### config.mk
export PLATFORM = sky130hd
export DESIGN_NAME = double_ended_queue_flat
export DESIGN_NICKNAME = d
export VERILOG_FILES = /design/src/sv/dq_pkg.sv /design/src/sv/dq_cmd_if.sv /design/src/sv/dq_res_if.sv /design/src/sv/dq_store.sv /design/src/sv/dq_ctrl.sv /design/src/sv/double_ended_queue.sv /design/src/flat_wrapper.sv
export SDC_FILE = /design/constraint.sdc
export NUM_CORES = 2
export LEC_CHECK = 0
export BUFFER_PORTS_ARGS = -buffer_cell sky130_fd_sc_hd__buf_2
export CORE_UTILIZATION = 56
export DETAILED_ROUTE_END_ITERATION = 6
export PLACE_DENSITY = 0.72
export SYNTH_ARGS = -nofsm -noshare
export SYNTH_HDL_FRONTEND = slang
export SYNTH_SLANG_ARGS = --single-unit
export TNS_END_PERCENT = 50
### constraint.sdc
create_clock -name clk -period 9.1 [get_ports clk]
set_input_delay 1.365 -clock clk [delete_from_list [all_inputs] [get_ports clk]]
set_output_delay 1.365 -clock clk [all_outputs]
set_load 0.02 [all_outputs]
### src/sv/dq_pkg.sv
// Shared constants and types of the double-ended queue.
`default_nettype none
package dq_pkg;

	localparam int DATA_W       = 32;
	localparam int CMD_W        = 3;
	localparam int CAPACITY_DEF = 64;

	localparam logic [CMD_W-1:0] CMD_PUSH_LEFT  = 3'd0;
	localparam logic [CMD_W-1:0] CMD_PUSH_RIGHT = 3'd1;
	localparam logic [CMD_W-1:0] CMD_POP_LEFT   = 3'd2;
	localparam logic [CMD_W-1:0] CMD_POP_RIGHT  = 3'd3;
	localparam logic [CMD_W-1:0] CMD_NOP        = 3'd4;

	typedef struct packed {
		logic signed [DATA_W-1:0] left_value;
		logic signed [DATA_W-1:0] right_value;
		logic                     is_empty;
		logic                     is_full;
		logic                     op_error;
	} rsp_t;

endpackage
`default_nettype wire

### src/sv/dq_cmd_if.sv
// Command channel: valid/ready handshake carrying one deque command item.
`default_nettype none
interface dq_cmd_if;
	logic                             valid;
	logic                             ready;
	logic [dq_pkg::CMD_W-1:0]         command;
	logic signed [dq_pkg::DATA_W-1:0] value;

	modport source (output valid, output command, output value, input ready);
	modport sink   (input valid, input command, input value, output ready);
endinterface
`default_nettype wire

### src/sv/dq_res_if.sv
// Result channel: valid/ready handshake carrying the deque status after each item.
`default_nettype none
interface dq_res_if;
	logic                             valid;
	logic                             ready;
	logic signed [dq_pkg::DATA_W-1:0] left_value;
	logic signed [dq_pkg::DATA_W-1:0] right_value;
	logic                             is_empty;
	logic                             is_full;
	logic                             op_error;

	modport source (output valid, output left_value, output right_value, output is_empty,
		output is_full, output op_error, input ready);
	modport sink   (input valid, input left_value, input right_value, input is_empty,
		input is_full, input op_error, output ready);
endinterface
`default_nettype wire

### src/sv/dq_store.sv
// Element store: synchronous memory, one write port and two registered read ports.
`default_nettype none
module dq_store #(
	parameter int DEPTH = dq_pkg::CAPACITY_DEF,
	parameter int AW    = $clog2(dq_pkg::CAPACITY_DEF)
) (
	input  wire logic                      clk,
	input  wire logic                      we,
	input  wire logic [AW-1:0]             waddr,
	input  wire logic [dq_pkg::DATA_W-1:0] wdata,
	input  wire logic                      re,
	input  wire logic [AW-1:0]             raddr_l,
	input  wire logic [AW-1:0]             raddr_r,
	output logic      [dq_pkg::DATA_W-1:0] rdata_l,
	output logic      [dq_pkg::DATA_W-1:0] rdata_r
);

	logic [dq_pkg::DATA_W-1:0] mem_q [DEPTH];
	logic [dq_pkg::DATA_W-1:0] rd_l_q;
	logic [dq_pkg::DATA_W-1:0] rd_r_q;

	always_ff @(posedge clk) begin
		if (we) begin
			mem_q[waddr] <= wdata;
		end
		if (re) begin
			rd_l_q <= mem_q[raddr_l];
			rd_r_q <= mem_q[raddr_r];
		end
	end

	assign rdata_l = rd_l_q;
	assign rdata_r = rd_r_q;

endmodule
`default_nettype wire

### src/sv/dq_ctrl.sv
// Deque control: end pointer and count update, store writes, end reads, response build.
`default_nettype none
module dq_ctrl #(
	parameter int CAPACITY = dq_pkg::CAPACITY_DEF,
	parameter int AW       = $clog2(dq_pkg::CAPACITY_DEF)
) (
	input  wire logic                      clk,
	input  wire logic                      arst_n,
	dq_cmd_if.sink                         cmd,
	output logic                           mem_we,
	output logic      [AW-1:0]             mem_waddr,
	output logic      [dq_pkg::DATA_W-1:0] mem_wdata,
	output logic                           mem_re,
	output logic      [AW-1:0]             mem_raddr_l,
	output logic      [AW-1:0]             mem_raddr_r,
	input  wire logic [dq_pkg::DATA_W-1:0] mem_rdata_l,
	input  wire logic [dq_pkg::DATA_W-1:0] mem_rdata_r,
	output logic                           rsp_valid,
	output dq_pkg::rsp_t                   rsp,
	input  wire logic                      rsp_ready
);

	localparam int CW = $clog2(CAPACITY + 1);
	localparam int SW = CW + 1;
	localparam logic [CW-1:0] CAP_C  = CW'(CAPACITY);
	localparam logic [AW-1:0] LAST_C = AW'(CAPACITY - 1);

	typedef enum logic [2:0] {
		ST_IDLE = 3'b001,
		ST_READ = 3'b010,
		ST_XFER = 3'b100
	} state_t;

	state_t         state_q, state_d;
	logic [AW-1:0]  left_q, left_d;
	logic [CW-1:0]  count_q, count_d;
	logic           err_q, err_d;
	logic           we_c;
	logic [AW-1:0]  waddr_c;
	logic           accept;
	logic           full, empty;

	// position off places right of base, wrapped at the capacity
	function automatic logic [AW-1:0] slot(input logic [AW-1:0] base, input logic [CW-1:0] off);
		logic [SW-1:0] s;
		s = SW'(base) + SW'(off);
		if (s >= SW'(CAPACITY)) begin
			s = s - SW'(CAPACITY);
		end
		return s[AW-1:0];
	endfunction

	assign full   = (count_q == CAP_C);
	assign empty  = (count_q == '0);
	assign accept = cmd.valid && cmd.ready;

	always_comb begin
		left_d  = left_q;
		count_d = count_q;
		err_d   = 1'b0;
		we_c    = 1'b0;
		waddr_c = left_q;
		case (cmd.command)
			dq_pkg::CMD_PUSH_LEFT: begin
				if (full) begin
					err_d = 1'b1;
				end else begin
					left_d  = (left_q == '0) ? LAST_C : left_q - 1'b1;
					we_c    = 1'b1;
					waddr_c = left_d;
					count_d = count_q + 1'b1;
				end
			end
			dq_pkg::CMD_PUSH_RIGHT: begin
				if (full) begin
					err_d = 1'b1;
				end else begin
					we_c    = 1'b1;
					waddr_c = slot(left_q, count_q);
					count_d = count_q + 1'b1;
				end
			end
			dq_pkg::CMD_POP_LEFT: begin
				if (empty) begin
					err_d = 1'b1;
				end else begin
					left_d  = slot(left_q, CW'(1));
					count_d = count_q - 1'b1;
				end
			end
			dq_pkg::CMD_POP_RIGHT: begin
				if (empty) begin
					err_d = 1'b1;
				end else begin
					count_d = count_q - 1'b1;
				end
			end
			default: begin
				// no operation, unused codes included
			end
		endcase
	end

	always_comb begin
		state_d = state_q;
		case (state_q)
			ST_IDLE: begin
				if (accept) begin
					state_d = ST_READ;
				end
			end
			ST_READ: begin
				state_d = ST_XFER;
			end
			ST_XFER: begin
				if (rsp_ready) begin
					state_d = ST_IDLE;
				end
			end
			default: begin
				state_d = ST_IDLE;
			end
		endcase
	end

	always_ff @(posedge clk or negedge arst_n) begin
		if (!arst_n) begin
			state_q <= ST_IDLE;
			left_q  <= '0;
			count_q <= '0;
			err_q   <= 1'b0;
		end else begin
			state_q <= state_d;
			if (accept) begin
				left_q  <= left_d;
				count_q <= count_d;
				err_q   <= err_d;
			end
		end
	end

	assign cmd.ready = (state_q == ST_IDLE);

	assign mem_we    = accept && we_c;
	assign mem_waddr = waddr_c;
	assign mem_wdata = cmd.value;

	// ends are read the cycle after the update, so the write has already landed
	assign mem_re      = (state_q == ST_READ);
	assign mem_raddr_l = left_q;
	assign mem_raddr_r = slot(left_q, empty ? '0 : count_q - 1'b1);

	assign rsp_valid        = (state_q == ST_XFER);
	assign rsp.left_value   = empty ? '0 : mem_rdata_l;
	assign rsp.right_value  = empty ? '0 : mem_rdata_r;
	assign rsp.is_empty     = empty;
	assign rsp.is_full      = full;
	assign rsp.op_error     = err_q;

endmodule
`default_nettype wire

### src/sv/double_ended_queue.sv
// Top level of the bounded double-ended queue.
// Bounded deque of signed 32-bit values held in a circular buffer of CAPACITY entries.
// Each command item (push left, push right, pop left, pop right, no operation) yields one
// result item with the leftmost and rightmost values (zero when empty), the empty and full
// flags and an error flag for a refused push on full or pop on empty; a refused command
// changes nothing. Each item goes through these steps: accept and update of the pointer,
// count and memory write, then a read of both ends from the synchronous element memory,
// then the move into the result register once it is free. The result register lets the
// next command be accepted while an earlier result still waits to be taken.
`default_nettype none
module double_ended_queue #(
	parameter int CAPACITY = dq_pkg::CAPACITY_DEF
) (
	input  wire logic clk,
	input  wire logic arst_n,
	dq_cmd_if.sink    cmd,
	dq_res_if.source  res
);

	localparam int AW = $clog2(CAPACITY);

	logic                      mem_we;
	logic [AW-1:0]             mem_waddr;
	logic [dq_pkg::DATA_W-1:0] mem_wdata;
	logic                      mem_re;
	logic [AW-1:0]             mem_raddr_l;
	logic [AW-1:0]             mem_raddr_r;
	logic [dq_pkg::DATA_W-1:0] mem_rdata_l;
	logic [dq_pkg::DATA_W-1:0] mem_rdata_r;
	logic                      rsp_valid;
	logic                      rsp_ready;
	dq_pkg::rsp_t              rsp;

	dq_pkg::rsp_t              res_q;
	logic                      res_valid_q;

	dq_ctrl #(
		.CAPACITY (CAPACITY),
		.AW       (AW)
	) u_ctrl (
		.clk         (clk),
		.arst_n      (arst_n),
		.cmd         (cmd),
		.mem_we      (mem_we),
		.mem_waddr   (mem_waddr),
		.mem_wdata   (mem_wdata),
		.mem_re      (mem_re),
		.mem_raddr_l (mem_raddr_l),
		.mem_raddr_r (mem_raddr_r),
		.mem_rdata_l (mem_rdata_l),
		.mem_rdata_r (mem_rdata_r),
		.rsp_valid   (rsp_valid),
		.rsp         (rsp),
		.rsp_ready   (rsp_ready)
	);

	dq_store #(
		.DEPTH (CAPACITY),
		.AW    (AW)
	) u_store (
		.clk     (clk),
		.we      (mem_we),
		.waddr   (mem_waddr),
		.wdata   (mem_wdata),
		.re      (mem_re),
		.raddr_l (mem_raddr_l),
		.raddr_r (mem_raddr_r),
		.rdata_l (mem_rdata_l),
		.rdata_r (mem_rdata_r)
	);

	// result register: free when empty or being taken this cycle
	assign rsp_ready = !res_valid_q || res.ready;

	always_ff @(posedge clk or negedge arst_n) begin
		if (!arst_n) begin
			res_valid_q <= 1'b0;
		end else if (rsp_ready) begin
			res_valid_q <= rsp_valid;
		end
	end

	always_ff @(posedge clk) begin
		if (rsp_ready && rsp_valid) begin
			res_q <= rsp;
		end
	end

	assign res.valid       = res_valid_q;
	assign res.left_value  = res_q.left_value;
	assign res.right_value = res_q.right_value;
	assign res.is_empty    = res_q.is_empty;
	assign res.is_full     = res_q.is_full;
	assign res.op_error    = res_q.op_error;

endmodule
`default_nettype wire
### src/flat_wrapper.sv
// flat-port wrapper written by rule: the top's interface ports become plain ports
module double_ended_queue_flat 
#(
	parameter int CAPACITY = dq_pkg::CAPACITY_DEF
)
  (clk, arst_n, cmd_valid, cmd_command, cmd_value, cmd_ready, res_valid, res_left_value, res_right_value, res_is_empty, res_is_full, res_op_error, res_ready);
  dq_cmd_if cmd_i ();
  dq_res_if res_i ();
  input  wire logic clk;
  input  wire logic arst_n;
  input wire logic [$bits(cmd_i.valid)-1:0] cmd_valid;
  input wire logic [$bits(cmd_i.command)-1:0] cmd_command;
  input wire logic [$bits(cmd_i.value)-1:0] cmd_value;
  output wire logic [$bits(cmd_i.ready)-1:0] cmd_ready;
  output wire logic [$bits(res_i.valid)-1:0] res_valid;
  output wire logic [$bits(res_i.left_value)-1:0] res_left_value;
  output wire logic [$bits(res_i.right_value)-1:0] res_right_value;
  output wire logic [$bits(res_i.is_empty)-1:0] res_is_empty;
  output wire logic [$bits(res_i.is_full)-1:0] res_is_full;
  output wire logic [$bits(res_i.op_error)-1:0] res_op_error;
  input wire logic [$bits(res_i.ready)-1:0] res_ready;
  assign cmd_i.valid = cmd_valid;
  assign cmd_i.command = cmd_command;
  assign cmd_i.value = cmd_value;
  assign cmd_ready = cmd_i.ready;
  assign res_valid = res_i.valid;
  assign res_left_value = res_i.left_value;
  assign res_right_value = res_i.right_value;
  assign res_is_empty = res_i.is_empty;
  assign res_is_full = res_i.is_full;
  assign res_op_error = res_i.op_error;
  assign res_i.ready = res_ready;
  double_ended_queue #(.CAPACITY(CAPACITY)) u_core (.clk(clk), .arst_n(arst_n), .cmd(cmd_i), .res(res_i));
endmodule
==> flow_summary.json <==
{
  "endpoint_kind": "flip-flop",
  "netlist_area_um2": 101000,
  "port-buffer-count": 107,
  "ys_seq_area_share_pct": 65.4,
  "start_util_pct": 56.4,
  "dr_total_vias": 57872,
  "hp-class": "in2async",
  "cts_buffers": 219,
  "ios": 108,
  "crit_path_start_kind": "flip-flop",
  "final_cell_mix": "edfxtp_1 (2,179), mux4_2 (1,152), nand2_1 (299)",
  "gp_congestion": 0.861,
  "post_cts_buffers": 0,
  "cts_tree": "done",
  "crit_chain": "inv_1, ha_1, nor3b_1, nand2_2, buf_4, inv_1, nor2_1, ha_4, inv_1, fa_4, buf_4, mux4_2, and2_0, a2111oi_0, a311oi_1, o22ai_1, o31ai_2",
  "critical_path_buf_inv_count": 5,
  "drt_first_pass_iters": 6,
  "nFillCells": 11887,
  "rsz0062_at_grt": "false",
  "slowest_delay_ns": 1.37,
  "num_rows": 155,
  "crit_family": "adder cells",
  "cp_data_required_time_ns": 9.65,
  "slew_violations": 0,
  "endpoint": "u_core.u_store.rdata_r[13]",
  "seq_area_um2": 65900,
  "cts-root-buf": "clkbuf_16",
  "ys_warn_count": 0,
  "syn-num-nets": 4907,
  "die_area_um2": 182000,
  "slew_headroom_pct": 14.0,
  "fp.coreArea_um2": 179000,
  "async_flop_share_pct": 0.819,
  "h-tree-depth": 4,
  "ys.flop_type": "edfxtp_1",
  "die_y_um": 426,
  "clk_path_buf_depth": 3,
  "finalCritPeriodShare_pct": 74.2,
  "cp.arrival_ns": 7.30,
  "rr_endpoint": "u_core.u_store.rdata_r[13]",
  "mostFrequentLayoutCell": "edfxtp_1",
  "synth_cells": 4850,
  "synth-edff-count": 2179,
  "crit_path_start": "u_core.u_ctrl.count_q[0]",
  "syn_to_final_growth_pct": 11.0,
  "r2r_slack_ns": 2.35,
  "timing.critical_path.depth": 17,
  "utilization_pct": 62.6,
  "antenna_found_initial": 28,
  "outcome": "finished clean",
  "remaining_drc_errors": 0,
  "ant_nets": 0,
  "grt_usage_pct": 34.0,
  "avgViaCountPerCell": 7.69,
  "grt_pass1_wl_um": 428000,
  "grt-ovfl-total": 0,
  "grt_pass1_vias": 56676,
  "routed_wl_um": 308000,
  "die_w_um": 426,
  "crit_path_max_fanout": 67,
  "fin_nets": 5031,
  "cpMostUsedCell": "inv_1",
  "worst_slew_pin_slew_ns": 1.29,
  "multi_input_area_um2": 33600,
  "regToRegStartpoint": "u_core.u_ctrl.count_q[0]",
  "cts-resized-gates": 0,
  "fin_tns_setup_ns": 0,
  "syn_avg_cell_area_um2": 20.8,
  "cap_violations": 0,
  "clock-skew-final_ns": 0.0328,
  "setup_viol": 0,
  "finalHoldViolations": 0,
  "place.detailed.hpwl_um": 175000,
  "drive_gt1_share_pct": 36.9,
  "synth-seq-cells": 2197,
  "critPathKind": "reg2reg",
  "avgRoutedWirePerCell_um": 40.9,
  "layout_min_cycle_time_ns": 6.75,
  "cts_hold_buf": 0,
  "grt_max_degree": 125,
  "slowest_stage": "fa_4",
  "drtIter0Drc": 9321,
  "worstSkewPairLatency_ns": 0.86,
  "r2r_cells": 17,
  "fmax_mhz": 148,
  "clock-sinks": 2197,
  "synth.distinct_cells": 68,
  "cts.reportedPaths.clkPinSlew_ns": 0.07
}
## through the flow
step / area [µm²] / std cells / hold slack, ns / setup slack [ns]
after floorplan: 101000 / 4850 / 0.425 / 3.59
after global placement: 105000 / 7108 / 0.453 / 2.50
after detailed placement: 105000 / 7108 / 0.465 / 2.44
after CTS: 112000 / 7517 / 0.430 / 2.41
after global routing: 112000 / 7520 / 0.453 / 2.17
final: 112000 / 7528 / 0.463 / 2.35
## synthesized netlist by cell type (all sizes together), types with 2 or more instances
| cell type | number | area [µm²] |
|---|---|---|
| nor3b | 4 | 30.0 |
| o31ai | 36 | 415 |
| nor3 | 75 | 375 |
| mux2i | 67 | 671 |
| and2 | 129 | 807 |
| edfxtp | 2179 | 65400 |
| nand2 | 300 | 1130 |
| nand2b | 8 | 50.1 |
| o22a | 3 | 26.3 |
| xor2 | 6 | 52.6 |
| and3b | 2 | 17.5 |
| ha | 16 | 200 |
| mux4 | 1152 | 25900 |
| o211ai | 4 | 40.0 |
| or3 | 3 | 28.8 |
| nor2b | 5 | 31.3 |
| a21oi | 18 | 90.1 |
| inv | 16 | 60.1 |
| nand3 | 10 | 50.1 |
| nor2 | 45 | 169 |
| a32o | 64 | 641 |
| a31oi | 2 | 12.5 |
| o21a | 8 | 60.1 |
| a22oi | 51 | 388 |
| o22ai | 46 | 288 |
| xnor2 | 9 | 78.8 |
| clkbuf | 216 | 811 |
| nand3b | 2 | 15.0 |
| a2111oi | 64 | 561 |
| nand4 | 4 | 25.0 |
| a311oi | 67 | 587 |
| a211oi | 3 | 27.5 |
| buf | 179 | 863 |
| o211a | 2 | 20.0 |
| a22o | 2 | 17.5 |
| dfrtp | 17 | 425 |
| o21ai | 11 | 58.8 |
| or2 | 5 | 31.3 |
| fa | 2 | 40.0 |
## worst reg2reg max path, cell delays in order (launching register included)
cell and delay [ns]:
dfrtp_1 0.49, inv_1 0.11, ha_1 0.22, nor3b_1 0.17, nand2_2 0.09, buf_4 0.56
inv_1 0.31, nor2_1 0.25, ha_4 0.16, inv_1 0.05, fa_4 1.37, buf_4 0.52
mux4_2 0.36, and2_0 0.16, a2111oi_0 0.46, a311oi_1 0.16, o22ai_1 0.82, o31ai_2 0.16
## per-layer routing
layer	GRT usage [%]	wire length, µm	vias to the layer above
li1	-	-	21522
met2	52.1	144000	4931
met4	17.4	17800	18
met5	0.317	184	-
met1	45.2	105000	30570
met3	9.32	40000	831
## how the worst min path moves through the flow
stage,startpoint,to,slack (ns),depth (start not counted)
after global routing,arst_n,u_core.u_ctrl.count_q[1],0.45,1
after detailed placement,u_core.u_ctrl.err_q,u_core.res.op_error,0.46,0
after global placement,u_core.u_ctrl.err_q,u_core.res.op_error,0.45,0
final,arst_n,u_core.u_ctrl.count_q[1],0.46,1
after floorplan,u_core.u_ctrl.err_q,u_core.res.op_error,0.42,0
after CTS,arst_n,u_core.u_ctrl.count_q[0],0.43,1
## registers in the layout, indices dropped and copies added, names as in the netlist, 3 cells and up
| name | cells |
|---|---|
| u_core.res.left_value | 32 |
| u_core.res.right_value | 32 |
| u_core.u_ctrl.mem_raddr_l | 6 |
| u_core.u_store.mem_q | 2048 |
| u_core.u_ctrl.count_q | 7 |
| u_core.u_store.rdata_l | 32 |
| u_core.u_ctrl.state_q | 3 |
| u_core.u_store.rdata_r | 32 |
## area by class of cell
type	instances	area share [%]
clock inverter	149	1.26
antenna	11	0.0246
timing repair buffer	298	1.93
tap	2355	2.63
sequential	2197	58.9
multi-input combinational	2241	30.1
clock buffer	260	5.11
inverter	17	0.0582
## cell families (layout without fill, tap and decap cells)
family | Yosys count | in the layout | synth area share [%]
xor gates and xnor gates | 15 | 15 | 0.130
adders and majority gates | 18 | 18 | 0.238
and+or+nand+nor | 596 | 596 | 2.77
other | 0 | 11 | 0
muxes | 1219 | 1219 | 26.4
DFF | 2197 | 2197 | 65.4
AOI/OAI and AO/OA | 393 | 393 | 3.32
buffers and inverters | 412 | 724 | 1.73
Power is not shown: default switching activity piles up to over one toggle a cycle in this logic, so the estimate is an artifact.
